**config.mk**
```make
export PLATFORM = sky130hd
export DESIGN_NAME = layer2_subband_requantizer_flat
export DESIGN_NICKNAME = d
export VERILOG_FILES = /design/src/rtl/core/lsr_pkg.sv /design/src/rtl/core/lsr_if.sv /design/src/rtl/core/lsr_front.sv /design/src/rtl/core/lsr_fifo.sv /design/src/rtl/core/lsr_back.sv /design/src/rtl/core/layer2_subband_requantizer.sv /design/src/flat_wrapper.sv
export SDC_FILE = /design/constraint.sdc
export NUM_CORES = 2
export LEC_CHECK = 0
export ABC_AREA = 0
export BUFFER_PORTS_ARGS = -buffer_cell sky130_fd_sc_hd__buf_2
export CORE_MARGIN = 2
export CORE_UTILIZATION = 65
export CTS_CLUSTER_DIAMETER = 60
export DETAILED_ROUTE_END_ITERATION = 6
export PLACE_DENSITY_LB_ADDON = 0.05
export SLEW_MARGIN = 5
export SYNTH_ARGS = -nofsm -noshare
export SYNTH_HDL_FRONTEND = slang
export SYNTH_SLANG_ARGS = --single-unit
```
**constraint.sdc**
```tcl
create_clock -name clk_i -period 106.6 [get_ports clk_i]
set_input_delay 0 -clock clk_i [delete_from_list [all_inputs] [get_ports clk_i]]
set_output_delay 0 -clock clk_i [all_outputs]
set_load 0.05 [all_outputs]
```
**src/rtl/core/lsr_pkg.sv**
```systemverilog
// Shared types, constants and lookup functions of the subband requantizer.
// No dependencies; imported by the interfaces and every module of the block.
package lsr_pkg;

  // Field widths
  localparam int unsigned CwWidth     = 16;
  localparam int unsigned ClsWidth    = 5;
  localparam int unsigned ScaleWidth  = 6;
  localparam int unsigned SampleWidth = 32;
  localparam int unsigned NumClasses  = 18;

  // Grouped codewords are at most 10 bits, unpacked values fit 4 bits
  localparam int unsigned GrpWidth    = 10;
  localparam int unsigned GrpRemWidth = 4;
  localparam int unsigned RecipWidth  = 11;
  localparam int unsigned RecipShift  = 12;

  // Datapath widths
  localparam int unsigned MagWidth      = 17;
  localparam int unsigned MantWidth     = 32;
  localparam int unsigned ProdWidth     = 48;
  localparam int unsigned ExpWidth      = 5;
  localparam int unsigned QuoWidth      = 30;
  localparam int unsigned StepsPerStage = 2;
  localparam int unsigned DivStages     = QuoWidth / StepsPerStage;

  // Request queue between front and back
  localparam int unsigned QueueDepth    = 2;
  localparam int unsigned QueuePtrWidth = 1;
  localparam int unsigned QueueCntWidth = 2;

  // Class codes with special meaning
  localparam logic [ClsWidth-1:0] ClsNone = 5'd0;
  localparam logic [ClsWidth-1:0] ClsGrp3 = 5'd1;
  localparam logic [ClsWidth-1:0] ClsGrp5 = 5'd2;
  localparam logic [ClsWidth-1:0] ClsGrp9 = 5'd4;

  // Level count of each class
  localparam logic [CwWidth-1:0] LvlTab [NumClasses] = '{
    16'd0, 16'd3, 16'd5, 16'd7, 16'd9, 16'd15, 16'd31, 16'd63, 16'd127,
    16'd255, 16'd511, 16'd1023, 16'd2047, 16'd4095, 16'd8191, 16'd16383,
    16'd32767, 16'd65535
  };

  // Codeword bit mask of each class
  localparam logic [CwWidth-1:0] MaskTab [NumClasses] = '{
    16'h0000, 16'h001F, 16'h007F, 16'h0007, 16'h03FF, 16'h000F, 16'h001F,
    16'h003F, 16'h007F, 16'h00FF, 16'h01FF, 16'h03FF, 16'h07FF, 16'h0FFF,
    16'h1FFF, 16'h3FFF, 16'h7FFF, 16'hFFFF
  };

  // Scalefactor mantissas in Q30: 2, 4^(1/3), 2^(1/3)
  localparam logic [MantWidth-1:0] MantTab [3] = '{
    32'd2147483648, 32'd1704458901, 32'd1352829926
  };

  typedef enum logic [2:0] {
    FE_IDLE,
    FE_SINGLE,
    FE_GRP0,
    FE_GRP1,
    FE_GRP2
  } lsr_fe_state_e;

  // One value request from the front to the back
  typedef struct packed {
    logic [CwWidth-1:0]    value;
    logic [ClsWidth-1:0]   cls;
    logic [ScaleWidth-1:0] scale;
    logic                  last;
  } lsr_req_t;

  typedef struct packed {
    logic [GrpWidth-1:0]    quo;
    logic [GrpRemWidth-1:0] rem;
  } lsr_divmod_t;

  typedef struct packed {
    logic [ExpWidth-1:0] expo;
    logic [1:0]          sel;
  } lsr_scale_t;

  function automatic logic lsr_alloc(input logic [ClsWidth-1:0] cls);
    return (cls != ClsNone) && (32'(cls) < NumClasses);
  endfunction

  function automatic logic [CwWidth-1:0] lsr_levels(input logic [ClsWidth-1:0] cls);
    return lsr_alloc(cls) ? LvlTab[cls] : '0;
  endfunction

  function automatic logic [CwWidth-1:0] lsr_mask(input logic [ClsWidth-1:0] cls);
    return lsr_alloc(cls) ? MaskTab[cls] : '0;
  endfunction

  function automatic logic lsr_grouped(input logic [ClsWidth-1:0] cls);
    return (cls == ClsGrp3) || (cls == ClsGrp5) || (cls == ClsGrp9);
  endfunction

  // Divide a grouped codeword by its level count: reciprocal multiply, one fix-up
  function automatic lsr_divmod_t lsr_grp_divmod(input logic [GrpWidth-1:0] c,
                                                 input logic [ClsWidth-1:0] cls);
    logic [RecipWidth-1:0]          recip;
    logic [GrpRemWidth-1:0]         lvl;
    logic [GrpWidth+RecipWidth-1:0] prod;
    logic [GrpWidth-1:0]            quo;
    logic [GrpWidth-1:0]            rem;
    lsr_divmod_t                    res;
    case (cls)
      ClsGrp3: begin
        recip = 11'd1365;
        lvl   = 4'd3;
      end
      ClsGrp5: begin
        recip = 11'd819;
        lvl   = 4'd5;
      end
      ClsGrp9: begin
        recip = 11'd455;
        lvl   = 4'd9;
      end
      default: begin
        recip = '0;
        lvl   = 4'd1;
      end
    endcase
    prod = (GrpWidth+RecipWidth)'(c) * (GrpWidth+RecipWidth)'(recip);
    quo  = GrpWidth'(prod >> RecipShift);
    rem  = c - GrpWidth'(quo * GrpWidth'(lvl));
    if (rem >= GrpWidth'(lvl)) begin
      quo = quo + 1'b1;
      rem = rem - GrpWidth'(lvl);
    end
    res.quo = quo;
    res.rem = GrpRemWidth'(rem);
    return res;
  endfunction

  // Split a scale index into exponent (index / 3) and mantissa select (index mod 3)
  function automatic lsr_scale_t lsr_scale_split(input logic [ScaleWidth-1:0] s);
    logic [11:0]           prod;
    logic [ScaleWidth-1:0] three_e;
    lsr_scale_t            res;
    prod     = 12'(s) * 12'd43;
    res.expo = prod[11:7];
    three_e  = {res.expo, 1'b0} + {1'b0, res.expo};
    res.sel  = 2'(s - three_e);
    return res;
  endfunction

endpackage

```
**src/rtl/core/lsr_if.sv**
```systemverilog
// Valid/ready channel interfaces of the subband requantizer: codeword in, sample out.
// Depends on lsr_pkg for field widths.
interface lsr_in_if import lsr_pkg::*; ();
  logic                  valid;
  logic                  ready;
  logic [CwWidth-1:0]    codeword;
  logic [ClsWidth-1:0]   class_index;
  logic [ScaleWidth-1:0] scale_index;

  modport source (output valid, codeword, class_index, scale_index, input ready);
  modport sink   (input valid, codeword, class_index, scale_index, output ready);
endinterface

interface lsr_out_if import lsr_pkg::*; ();
  logic                          valid;
  logic                          ready;
  logic signed [SampleWidth-1:0] sample;
  logic                          last;

  modport source (output valid, sample, last, input ready);
  modport sink   (input valid, sample, last, output ready);
endinterface

```
**src/rtl/core/lsr_front.sv**
```systemverilog
// Front end: accepts codewords, masks them by class and unpacks grouped codes.
// Emits one value request a cycle into the queue while it has room; depends on lsr_pkg.
module lsr_front import lsr_pkg::*; (
  input  logic                  clk_i,
  input  logic                  rst_ni,
  input  logic                  in_valid_i,
  output logic                  in_ready_o,
  input  logic [CwWidth-1:0]    codeword_i,
  input  logic [ClsWidth-1:0]   class_index_i,
  input  logic [ScaleWidth-1:0] scale_index_i,
  output logic                  push_valid_o,
  input  logic                  push_ready_i,
  output lsr_req_t              push_o
);

  lsr_fe_state_e         state_q, state_d;
  logic [CwWidth-1:0]    code_q, code_d;
  logic [ClsWidth-1:0]   cls_q, cls_d;
  logic [ScaleWidth-1:0] scale_q, scale_d;
  lsr_divmod_t           dm;
  logic                  grp_emit;
  logic                  push;
  logic                  accept;

  // State register
  always_ff @(posedge clk_i or negedge rst_ni) begin
    if (!rst_ni) begin
      state_q <= FE_IDLE;
    end else begin
      state_q <= state_d;
    end
  end

  // Hold the item being unpacked
  always_ff @(posedge clk_i) begin
    code_q  <= code_d;
    cls_q   <= cls_d;
    scale_q <= scale_d;
  end

  // Emit values, advance through the group, take the next item on the final one
  always_comb begin
    dm       = lsr_grp_divmod(code_q[GrpWidth-1:0], cls_q);
    grp_emit = (state_q == FE_GRP0) || (state_q == FE_GRP1) || (state_q == FE_GRP2);

    push_o.value = grp_emit ? CwWidth'(dm.rem) : code_q;
    push_o.cls   = cls_q;
    push_o.scale = scale_q;
    push_o.last  = (state_q == FE_SINGLE) || (state_q == FE_GRP2);
    push_valid_o = (state_q != FE_IDLE);
    push         = push_valid_o && push_ready_i;

    in_ready_o = (state_q == FE_IDLE) || (push && push_o.last);
    accept     = in_valid_i && in_ready_o;

    state_d = state_q;
    code_d  = code_q;
    cls_d   = cls_q;
    scale_d = scale_q;

    case (state_q)
      FE_GRP0: begin
        if (push) begin
          state_d = FE_GRP1;
          code_d  = CwWidth'(dm.quo);
        end
      end
      FE_GRP1: begin
        if (push) begin
          state_d = FE_GRP2;
          code_d  = CwWidth'(dm.quo);
        end
      end
      FE_SINGLE, FE_GRP2: begin
        if (push) begin
          state_d = FE_IDLE;
        end
      end
      FE_IDLE: begin
        state_d = FE_IDLE;
      end
      default: begin
        state_d = FE_IDLE;
      end
    endcase

    if (accept) begin
      state_d = lsr_grouped(class_index_i) ? FE_GRP0 : FE_SINGLE;
      code_d  = codeword_i & lsr_mask(class_index_i);
      cls_d   = class_index_i;
      scale_d = scale_index_i;
    end
  end

endmodule

```
**src/rtl/core/lsr_fifo.sv**
```systemverilog
// Two-entry request queue between the front end and the arithmetic back end.
// Depends on lsr_pkg for the request type and depth.
module lsr_fifo import lsr_pkg::*; (
  input  logic     clk_i,
  input  logic     rst_ni,
  input  logic     push_valid_i,
  output logic     push_ready_o,
  input  lsr_req_t push_i,
  output logic     pop_valid_o,
  input  logic     pop_i,
  output lsr_req_t pop_o
);

  lsr_req_t                 mem_q [QueueDepth];
  logic [QueuePtrWidth-1:0] wr_ptr_q, rd_ptr_q;
  logic [QueueCntWidth-1:0] cnt_q;
  logic                     push;
  logic                     pop;

  assign push_ready_o = (cnt_q != QueueCntWidth'(QueueDepth));
  assign pop_valid_o  = (cnt_q != '0);
  assign push         = push_valid_i && push_ready_o;
  assign pop          = pop_i && pop_valid_o;
  assign pop_o        = mem_q[rd_ptr_q];

  // Store requests
  always_ff @(posedge clk_i) begin
    if (push) begin
      mem_q[wr_ptr_q] <= push_i;
    end
  end

  // Advance pointers and fill count
  always_ff @(posedge clk_i or negedge rst_ni) begin
    if (!rst_ni) begin
      wr_ptr_q <= '0;
      rd_ptr_q <= '0;
      cnt_q    <= '0;
    end else begin
      if (push) begin
        wr_ptr_q <= (wr_ptr_q == QueuePtrWidth'(QueueDepth - 1)) ? '0 : wr_ptr_q + 1'b1;
      end
      if (pop) begin
        rd_ptr_q <= (rd_ptr_q == QueuePtrWidth'(QueueDepth - 1)) ? '0 : rd_ptr_q + 1'b1;
      end
      if (push && !pop) begin
        cnt_q <= cnt_q + 1'b1;
      end else if (pop && !push) begin
        cnt_q <= cnt_q - 1'b1;
      end
    end
  end

endmodule

```
**src/rtl/core/lsr_back.sv**
```systemverilog
// Back end: requantize, scale and round each value in a stalling pipeline.
// Stages: prepare, multiply, round and shift, 15 two-bit divide stages, output.
// Depends on lsr_pkg.
module lsr_back import lsr_pkg::*; (
  input  logic                          clk_i,
  input  logic                          rst_ni,
  input  logic                          req_valid_i,
  input  lsr_req_t                      req_i,
  output logic                          req_pop_o,
  output logic                          out_valid_o,
  input  logic                          out_ready_i,
  output logic signed [SampleWidth-1:0] sample_o,
  output logic                          last_o
);

  typedef struct packed {
    logic                 alloc;
    logic                 neg;
    logic                 last;
    logic [MagWidth-1:0]  mag;
    logic [CwWidth-1:0]   lvl;
    logic [ExpWidth-1:0]  expo;
    logic [MantWidth-1:0] mant;
  } lsr_prep_t;

  typedef struct packed {
    logic                 alloc;
    logic                 neg;
    logic                 last;
    logic [ProdWidth-1:0] prod;
    logic [CwWidth-1:0]   lvl;
    logic [ExpWidth-1:0]  expo;
  } lsr_prod_t;

  typedef struct packed {
    logic                alloc;
    logic                neg;
    logic                last;
    logic [CwWidth-1:0]  rem;
    logic [QuoWidth-1:0] acc;
    logic [CwWidth-1:0]  lvl;
  } lsr_div_t;

  // Restoring division by the level count, two quotient bits per stage
  function automatic lsr_div_t div_step(input lsr_div_t s);
    lsr_div_t           r;
    logic [CwWidth:0]   t;
    r = s;
    for (int k = 0; k < StepsPerStage; k++) begin
      t     = {r.rem, r.acc[QuoWidth-1]};
      r.acc = {r.acc[QuoWidth-2:0], 1'b0};
      if (t >= {1'b0, r.lvl}) begin
        r.rem    = CwWidth'(t - {1'b0, r.lvl});
        r.acc[0] = 1'b1;
      end else begin
        r.rem = t[CwWidth-1:0];
      end
    end
    return r;
  endfunction

  logic                   adv;
  lsr_prep_t              prep_q, prep_d;
  logic                   prep_vq;
  lsr_prod_t              prod_q, prod_d;
  logic                   prod_vq;
  lsr_div_t               div_q [DivStages+1];
  lsr_div_t               div_d [DivStages+1];
  logic [DivStages:0]     div_vq;
  logic                   out_valid_q;
  logic [SampleWidth-1:0] sample_q, sample_d;
  logic                   last_q;

  logic [CwWidth-1:0]     lvl;
  logic [MagWidth-1:0]    twice;
  lsr_scale_t             sc;
  logic [ProdWidth:0]     prod_full;
  logic [ProdWidth-1:0]   rnd;
  logic [ProdWidth-1:0]   xsum;
  logic [ProdWidth-1:0]   xshift;
  logic [SampleWidth-1:0] qmag;

  // Whole pipeline moves together unless the output register is stalled
  assign adv       = !out_valid_q || out_ready_i;
  assign req_pop_o = req_valid_i && adv;

  // Prepare: signed numerator magnitude, level count, scalefactor parts
  always_comb begin
    lvl          = lsr_levels(req_i.cls);
    twice        = {req_i.value, 1'b1};
    sc           = lsr_scale_split(req_i.scale);
    prep_d.alloc = lsr_alloc(req_i.cls);
    prep_d.neg   = twice < {1'b0, lvl};
    prep_d.mag   = prep_d.neg ? ({1'b0, lvl} - twice) : (twice - {1'b0, lvl});
    prep_d.last  = req_i.last;
    prep_d.lvl   = lvl;
    prep_d.expo  = sc.expo;
    prep_d.mant  = MantTab[sc.sel];
  end

  // Multiply by the scalefactor mantissa
  always_comb begin
    prod_full    = prep_q.mag * prep_q.mant;
    prod_d.alloc = prep_q.alloc;
    prod_d.neg   = prep_q.neg;
    prod_d.last  = prep_q.last;
    prod_d.prod  = prod_full[ProdWidth-1:0];
    prod_d.lvl   = prep_q.lvl;
    prod_d.expo  = prep_q.expo;
  end

  // Add half the divisor, drop the power-of-two part, then divide by the level count
  always_comb begin
    rnd    = ProdWidth'(prod_q.lvl) << ({1'b0, prod_q.expo} + 6'd1);
    xsum   = prod_q.prod + rnd;
    xshift = xsum >> ({1'b0, prod_q.expo} + 6'd2);

    div_d[0].alloc = prod_q.alloc;
    div_d[0].neg   = prod_q.neg;
    div_d[0].last  = prod_q.last;
    div_d[0].rem   = xshift[QuoWidth+CwWidth-1:QuoWidth];
    div_d[0].acc   = xshift[QuoWidth-1:0];
    div_d[0].lvl   = prod_q.lvl;
    for (int i = 1; i <= DivStages; i++) begin
      div_d[i] = div_step(div_q[i-1]);
    end
  end

  // Apply the sign, zero when unallocated
  always_comb begin
    qmag     = {{(SampleWidth-QuoWidth){1'b0}}, div_q[DivStages].acc};
    sample_d = !div_q[DivStages].alloc ? '0 :
               (div_q[DivStages].neg ? (~qmag + 1'b1) : qmag);
  end

  // Valid bits
  always_ff @(posedge clk_i or negedge rst_ni) begin
    if (!rst_ni) begin
      prep_vq     <= 1'b0;
      prod_vq     <= 1'b0;
      div_vq      <= '0;
      out_valid_q <= 1'b0;
    end else if (adv) begin
      prep_vq     <= req_valid_i;
      prod_vq     <= prep_vq;
      div_vq      <= {div_vq[DivStages-1:0], prod_vq};
      out_valid_q <= div_vq[DivStages];
    end
  end

  // Payload registers
  always_ff @(posedge clk_i) begin
    if (adv) begin
      prep_q <= prep_d;
      prod_q <= prod_d;
      for (int i = 0; i <= DivStages; i++) begin
        div_q[i] <= div_d[i];
      end
      sample_q <= sample_d;
      last_q   <= div_q[DivStages].last;
    end
  end

  assign out_valid_o = out_valid_q;
  assign sample_o    = sample_q;
  assign last_o      = last_q;

endmodule

```
**src/rtl/core/layer2_subband_requantizer.sv**
```systemverilog
// Top level of the Layer II subband requantizer: front end, request queue, back end.
// Depends on lsr_pkg, lsr_if, lsr_front, lsr_fifo and lsr_back.
//
//   Port    Dir  Handshake      Payload
//   in_i    in   valid / ready  codeword[15:0], class_index[4:0], scale_index[5:0]
//   out_o   out  valid / ready  sample[31:0] signed, last
//
// Results leave at one per cycle while out_o.ready is high. A grouped codeword
// (3, 5, 9 levels) yields three values and every other class one; the front end
// takes the next codeword with the last value. Each value passes a 15-stage divider.
// Reset clears control state only; queue storage and payload registers are kept.
// out_o.ready low freezes the back-end pipeline; the two-entry queue lets the front
// end keep unpacking until it fills.
module layer2_subband_requantizer import lsr_pkg::*; (
  input  logic  clk_i,
  input  logic  rst_ni,
  lsr_in_if.sink    in_i,
  lsr_out_if.source out_o
);

  logic     push_valid;
  logic     push_ready;
  lsr_req_t push_req;
  logic     pop_valid;
  logic     pop;
  lsr_req_t pop_req;

  lsr_front u_front (
    .clk_i         (clk_i),
    .rst_ni        (rst_ni),
    .in_valid_i    (in_i.valid),
    .in_ready_o    (in_i.ready),
    .codeword_i    (in_i.codeword),
    .class_index_i (in_i.class_index),
    .scale_index_i (in_i.scale_index),
    .push_valid_o  (push_valid),
    .push_ready_i  (push_ready),
    .push_o        (push_req)
  );

  lsr_fifo u_fifo (
    .clk_i        (clk_i),
    .rst_ni       (rst_ni),
    .push_valid_i (push_valid),
    .push_ready_o (push_ready),
    .push_i       (push_req),
    .pop_valid_o  (pop_valid),
    .pop_i        (pop),
    .pop_o        (pop_req)
  );

  lsr_back u_back (
    .clk_i       (clk_i),
    .rst_ni      (rst_ni),
    .req_valid_i (pop_valid),
    .req_i       (pop_req),
    .req_pop_o   (pop),
    .out_valid_o (out_o.valid),
    .out_ready_i (out_o.ready),
    .sample_o    (out_o.sample),
    .last_o      (out_o.last)
  );

endmodule

```
**src/flat_wrapper.sv**
```systemverilog
// flat-port wrapper written by rule: the top's interface ports become plain ports
module layer2_subband_requantizer_flat import lsr_pkg::*;
  (clk_i, rst_ni, in_i_valid, in_i_codeword, in_i_class_index, in_i_scale_index, in_i_ready, out_o_valid, out_o_sample, out_o_last, out_o_ready);
  lsr_in_if in_i_i ();
  lsr_out_if out_o_i ();
  input  logic clk_i;
  input  logic rst_ni;
  input wire logic [$bits(in_i_i.valid)-1:0] in_i_valid;
  input wire logic [$bits(in_i_i.codeword)-1:0] in_i_codeword;
  input wire logic [$bits(in_i_i.class_index)-1:0] in_i_class_index;
  input wire logic [$bits(in_i_i.scale_index)-1:0] in_i_scale_index;
  output wire logic [$bits(in_i_i.ready)-1:0] in_i_ready;
  output wire logic [$bits(out_o_i.valid)-1:0] out_o_valid;
  output wire logic [$bits(out_o_i.sample)-1:0] out_o_sample;
  output wire logic [$bits(out_o_i.last)-1:0] out_o_last;
  input wire logic [$bits(out_o_i.ready)-1:0] out_o_ready;
  assign in_i_i.valid = in_i_valid;
  assign in_i_i.codeword = in_i_codeword;
  assign in_i_i.class_index = in_i_class_index;
  assign in_i_i.scale_index = in_i_scale_index;
  assign in_i_ready = in_i_i.ready;
  assign out_o_valid = out_o_i.valid;
  assign out_o_sample = out_o_i.sample;
  assign out_o_last = out_o_i.last;
  assign out_o_i.ready = out_o_ready;
  layer2_subband_requantizer u_core (.clk_i(clk_i), .rst_ni(rst_ni), .in_i(in_i_i), .out_o(out_o_i));
endmodule
```
==> out/qor.yml <==
job:
  cap_viol_max_count: 0
worst_setup_path:
  crit_buf_inv: 8
  r2r-end: "u_core.u_fifo.mem_q[0][13]"
  cp-startpoint: "u_core.u_front.cls_q[4]"
  timing.rr.start: "u_core.u_front.cls_q[4]"
  worst-path-stages: 41
  ff2ff_setup_slack_ps: 94440
  critPathMaxFanout: 27
  start_kind: "flip-flop"
  crit_arrival_ps: 12730
  worstPathRequired_ps: 107170
  endpoint_kind: "flip-flop"
  worstRegToRegCells: 41
  critPathSlowestCell: "a211oi_1"
  crit_family: "adder cells"
  worstSetupPathType: "flip-flop to flip-flop"
  worst_path_most_repeated_cell: "fa_1"
  endpoint: "u_core.u_fifo.mem_q[0][13]"
  slowest_delay_ps: 730
placed_design:
  dp_slack_ps: 94520
  dp_hpwl_mm: 180.2
  placed_cell_area_um2: 96340
  dp.cells: 10430
  gp_congestion: 0.9813
  io_buffers: 65
sta:
  finClkSkew_ps: 59.59
  setup_tns_ps: 0
  max_freq_ghz: 0.08222
  grt_setup_unrepaired: "false"
  slew_violations: 0
  setup_violations: 0
  setup_ws_ps: 94440
  min_period_ps: 12160
  tightest_slew_ps: 1205
  hold_viol: 0
  period_share: 0.1141
  slew_headroom: 0.1866
die:
  initial_core_util: 0.6543
  die_w_um: 384.3
  ios: 66
  die_h_um: 384.3
  core_region_area_um2: 143700
  num_rows: 139
  dieArea_um2: 147700
clock_network:
  cts_resized: 0
  max-clock-path-buffers: 3
  clk_pin_slew_ps: 60
  numCtsBuffers: 139
  hold_buffers: 46
  clk_latency_ps: 810
  root_buffer: "clkbuf_16"
  ctsHtreeMaxLevel: 4
  cts_tree: "built"
  cts.sinks: 1267
  cts_setup_buffers: 0
logic_synthesis:
  yosys-top-cells-area: "edfxtp_1 40%, ha_1 12%, fa_1 9.9%"
  muxShareOfSynthArea: 0.05823
  ys_types: 118
  synth.largest_area_cell: "edfxtp_1"
  yosys.area_share.adder: 0.2155
  synth-edff-count: 1241
  synth-compound-area-share: 0.1239
  synth_area_um2: 93990
  ys_seq_elements: 1267
  postSynth.asyncResetShare: 0.02052
  synth_top_family_by_area: "adder cells"
  synth_top_area_share: 0.3965
  yosysWarnings: 0
  synth-main-ff-cell: "edfxtp_1"
  synth-xor-area-share: 0.04274
  synthCells: 8613
  ys_seq_area_frac: 0.4034
  avgSynthCellArea_um2: 10.91
  yosys.area_share.simple: 0.1016
final_layout:
  layout_commonest_cell: "edfxtp_1"
  fin_area_um2: 101700
  area_growth_syn_to_layout_pct: 8.238
  final_cells: 10730
  multi_input_area_um2: 51020
  layout_common_cells: "1241 x edfxtp_1, 1134 x inv_1, 877 x ha_1, 517 x nand2_1, 463 x fa_1"
  seq_area_um2: 37920
  nets: 10080
  nFillCells: 10340
  drive_above_1_share: 0.09109
route:
  drtIter0Drc: 5418
  post_drt_wl_per_cell_um: 21.64
  totalWireLength_mm: 232.2
  firstDrtPassIters: 7
  dr_total_vias: 65920
  vias_per_cell: 6.143
  drtAntennaViolNets: 0
  drc: 5
global_route:
  grt_pass1_wl_mm: 362.4
  grt_start_max_net_pins: 178
  overflow: 0
  antenna_found_initial: 1
  grt_pass1_vias: 65990
  grt_util_all_layers: 0.3144
worst_hold_path:
  hold_class: "input port to flip-flop"
run_status:
  failed_checks: "design-rule violations"
  status: "finished with violations"
## through the flow
step / utilization / hold slack [ps]
floorplan: - / -295.6
global placement: 0.6706 / 23.53
detailed placement: 0.6706 / 24.54
global route: 0.7082 / 54.00
CTS: 0.7082 / 11.30
finish: 0.7082 / 60.43
## registers in the layout (all words and copies together) (netlist names)
name	flops
u_core.u_front.code_q	16
u_core.u_fifo.rd_ptr_q	1
u_core.u_back.prep_q	45
u_core.u_front.cls_q	5
u_core.u_fifo.mem_q	56
u_core.u_back.div_vq	16
u_core.u_back.div_d	19
u_core.u_fifo.wr_ptr_q	1
u_core.u_back.div_q	1008
u_core.u_front.scale_q	6
u_core.u_back.sample_o	32
u_core.u_back.prod_q	53
u_core.u_fifo.cnt_q	2
u_core.u_back.prod_vq	1
u_core.u_back.prep_vq	1
u_core.u_front.state_q	3
u_core.u_back.last_o	1
u_core.u_back.out_valid_o	1
## cell usage after synthesis (18+ instances only)
cell type / instances
a211oi_1: 65
a21boi_0: 52
a21o_1: 222
a21oi_1: 425
a31oi_1: 37
and2_1: 123
and3_1: 44
and4_1: 21
buf_1: 18
buf_2: 22
clkbuf_1: 162
dfrtp_1: 26
edfxtp_1: 1241
fa_1: 463
ha_1: 877
inv_1: 1134
mux2_2: 349
mux2i_1: 117
nand2_1: 517
nand2b_1: 81
nand3_1: 194
nand4_1: 139
nor2_1: 451
nor2b_1: 92
nor3_1: 137
nor4_1: 26
o2111ai_1: 23
o211ai_1: 31
o21a_1: 59
o21ai_0: 388
o21bai_1: 68
o221ai_1: 24
o22ai_1: 46
o31ai_1: 57
or2_2: 28
or3_1: 32
or4_1: 19
xnor2_1: 338
xor2_1: 117
## cells by family (layout without fill, tap and decap cells)
group | count (synthesis) | count (layout)
AND/OR/NAND/NOR | 1951 | 1951
other | 2 | 8
XOR/XNOR | 457 | 457
AO/OA/AOI/OAI | 1762 | 1762
multiplexers | 484 | 484
buffers and inverters | 1349 | 1558
adder cells (fa/ha/maj) | 1341 | 1341
flip-flops | 1267 | 1267
## how the worst min path moves through the flow
stage                     from                         to  slack [ps]  cells after the start
floorplan               rst_ni    u_core.u_back.div_vq[0]        -300                      0
global placement        rst_ni  u_core.u_back.out_valid_o          20                      1
detailed placement      rst_ni     u_core.u_fifo.cnt_q[1]          20                      1
CTS                 in_i_valid  u_core.u_front.state_q[1]          10                      4
global route        in_i_valid  u_core.u_front.state_q[1]          50                      4
finish              in_i_valid  u_core.u_front.state_q[1]          60                      4
## routing by layer
metal | vias to the layer above | track usage | part of all wire
li1 | 31060 | - | -
met1 | 32090 | 0.3901 | 0.40
met2 | 2205 | 0.5499 | 0.50
met3 | 566 | 0.04292 | 0.050
met4 | 0 | 0.1363 | 0.050
met5 | - | 0 | 0
## worst min-delay path: cells and delay by family
kind	cells	cell delay, ps
AND/OR/NAND/NOR	1	70
AO/OA/AOI/OAI	1	80
buffers and inverters	2	650
## final cells by class
cell class,instances,area share
diodes,2,0.00004919
clock buffers,155,0.03498
clock inverters,99,0.01339
inverters,1140,0.04206
multi-input cells,6001,0.5014
flip-flops and latches,1267,0.3727
well taps,1903,0.02340
repair buffers,164,0.01198
Power is left out: the tool's default activity adds up to more than one toggle a clock period on the data nets, which glitch-free logic cannot reach.
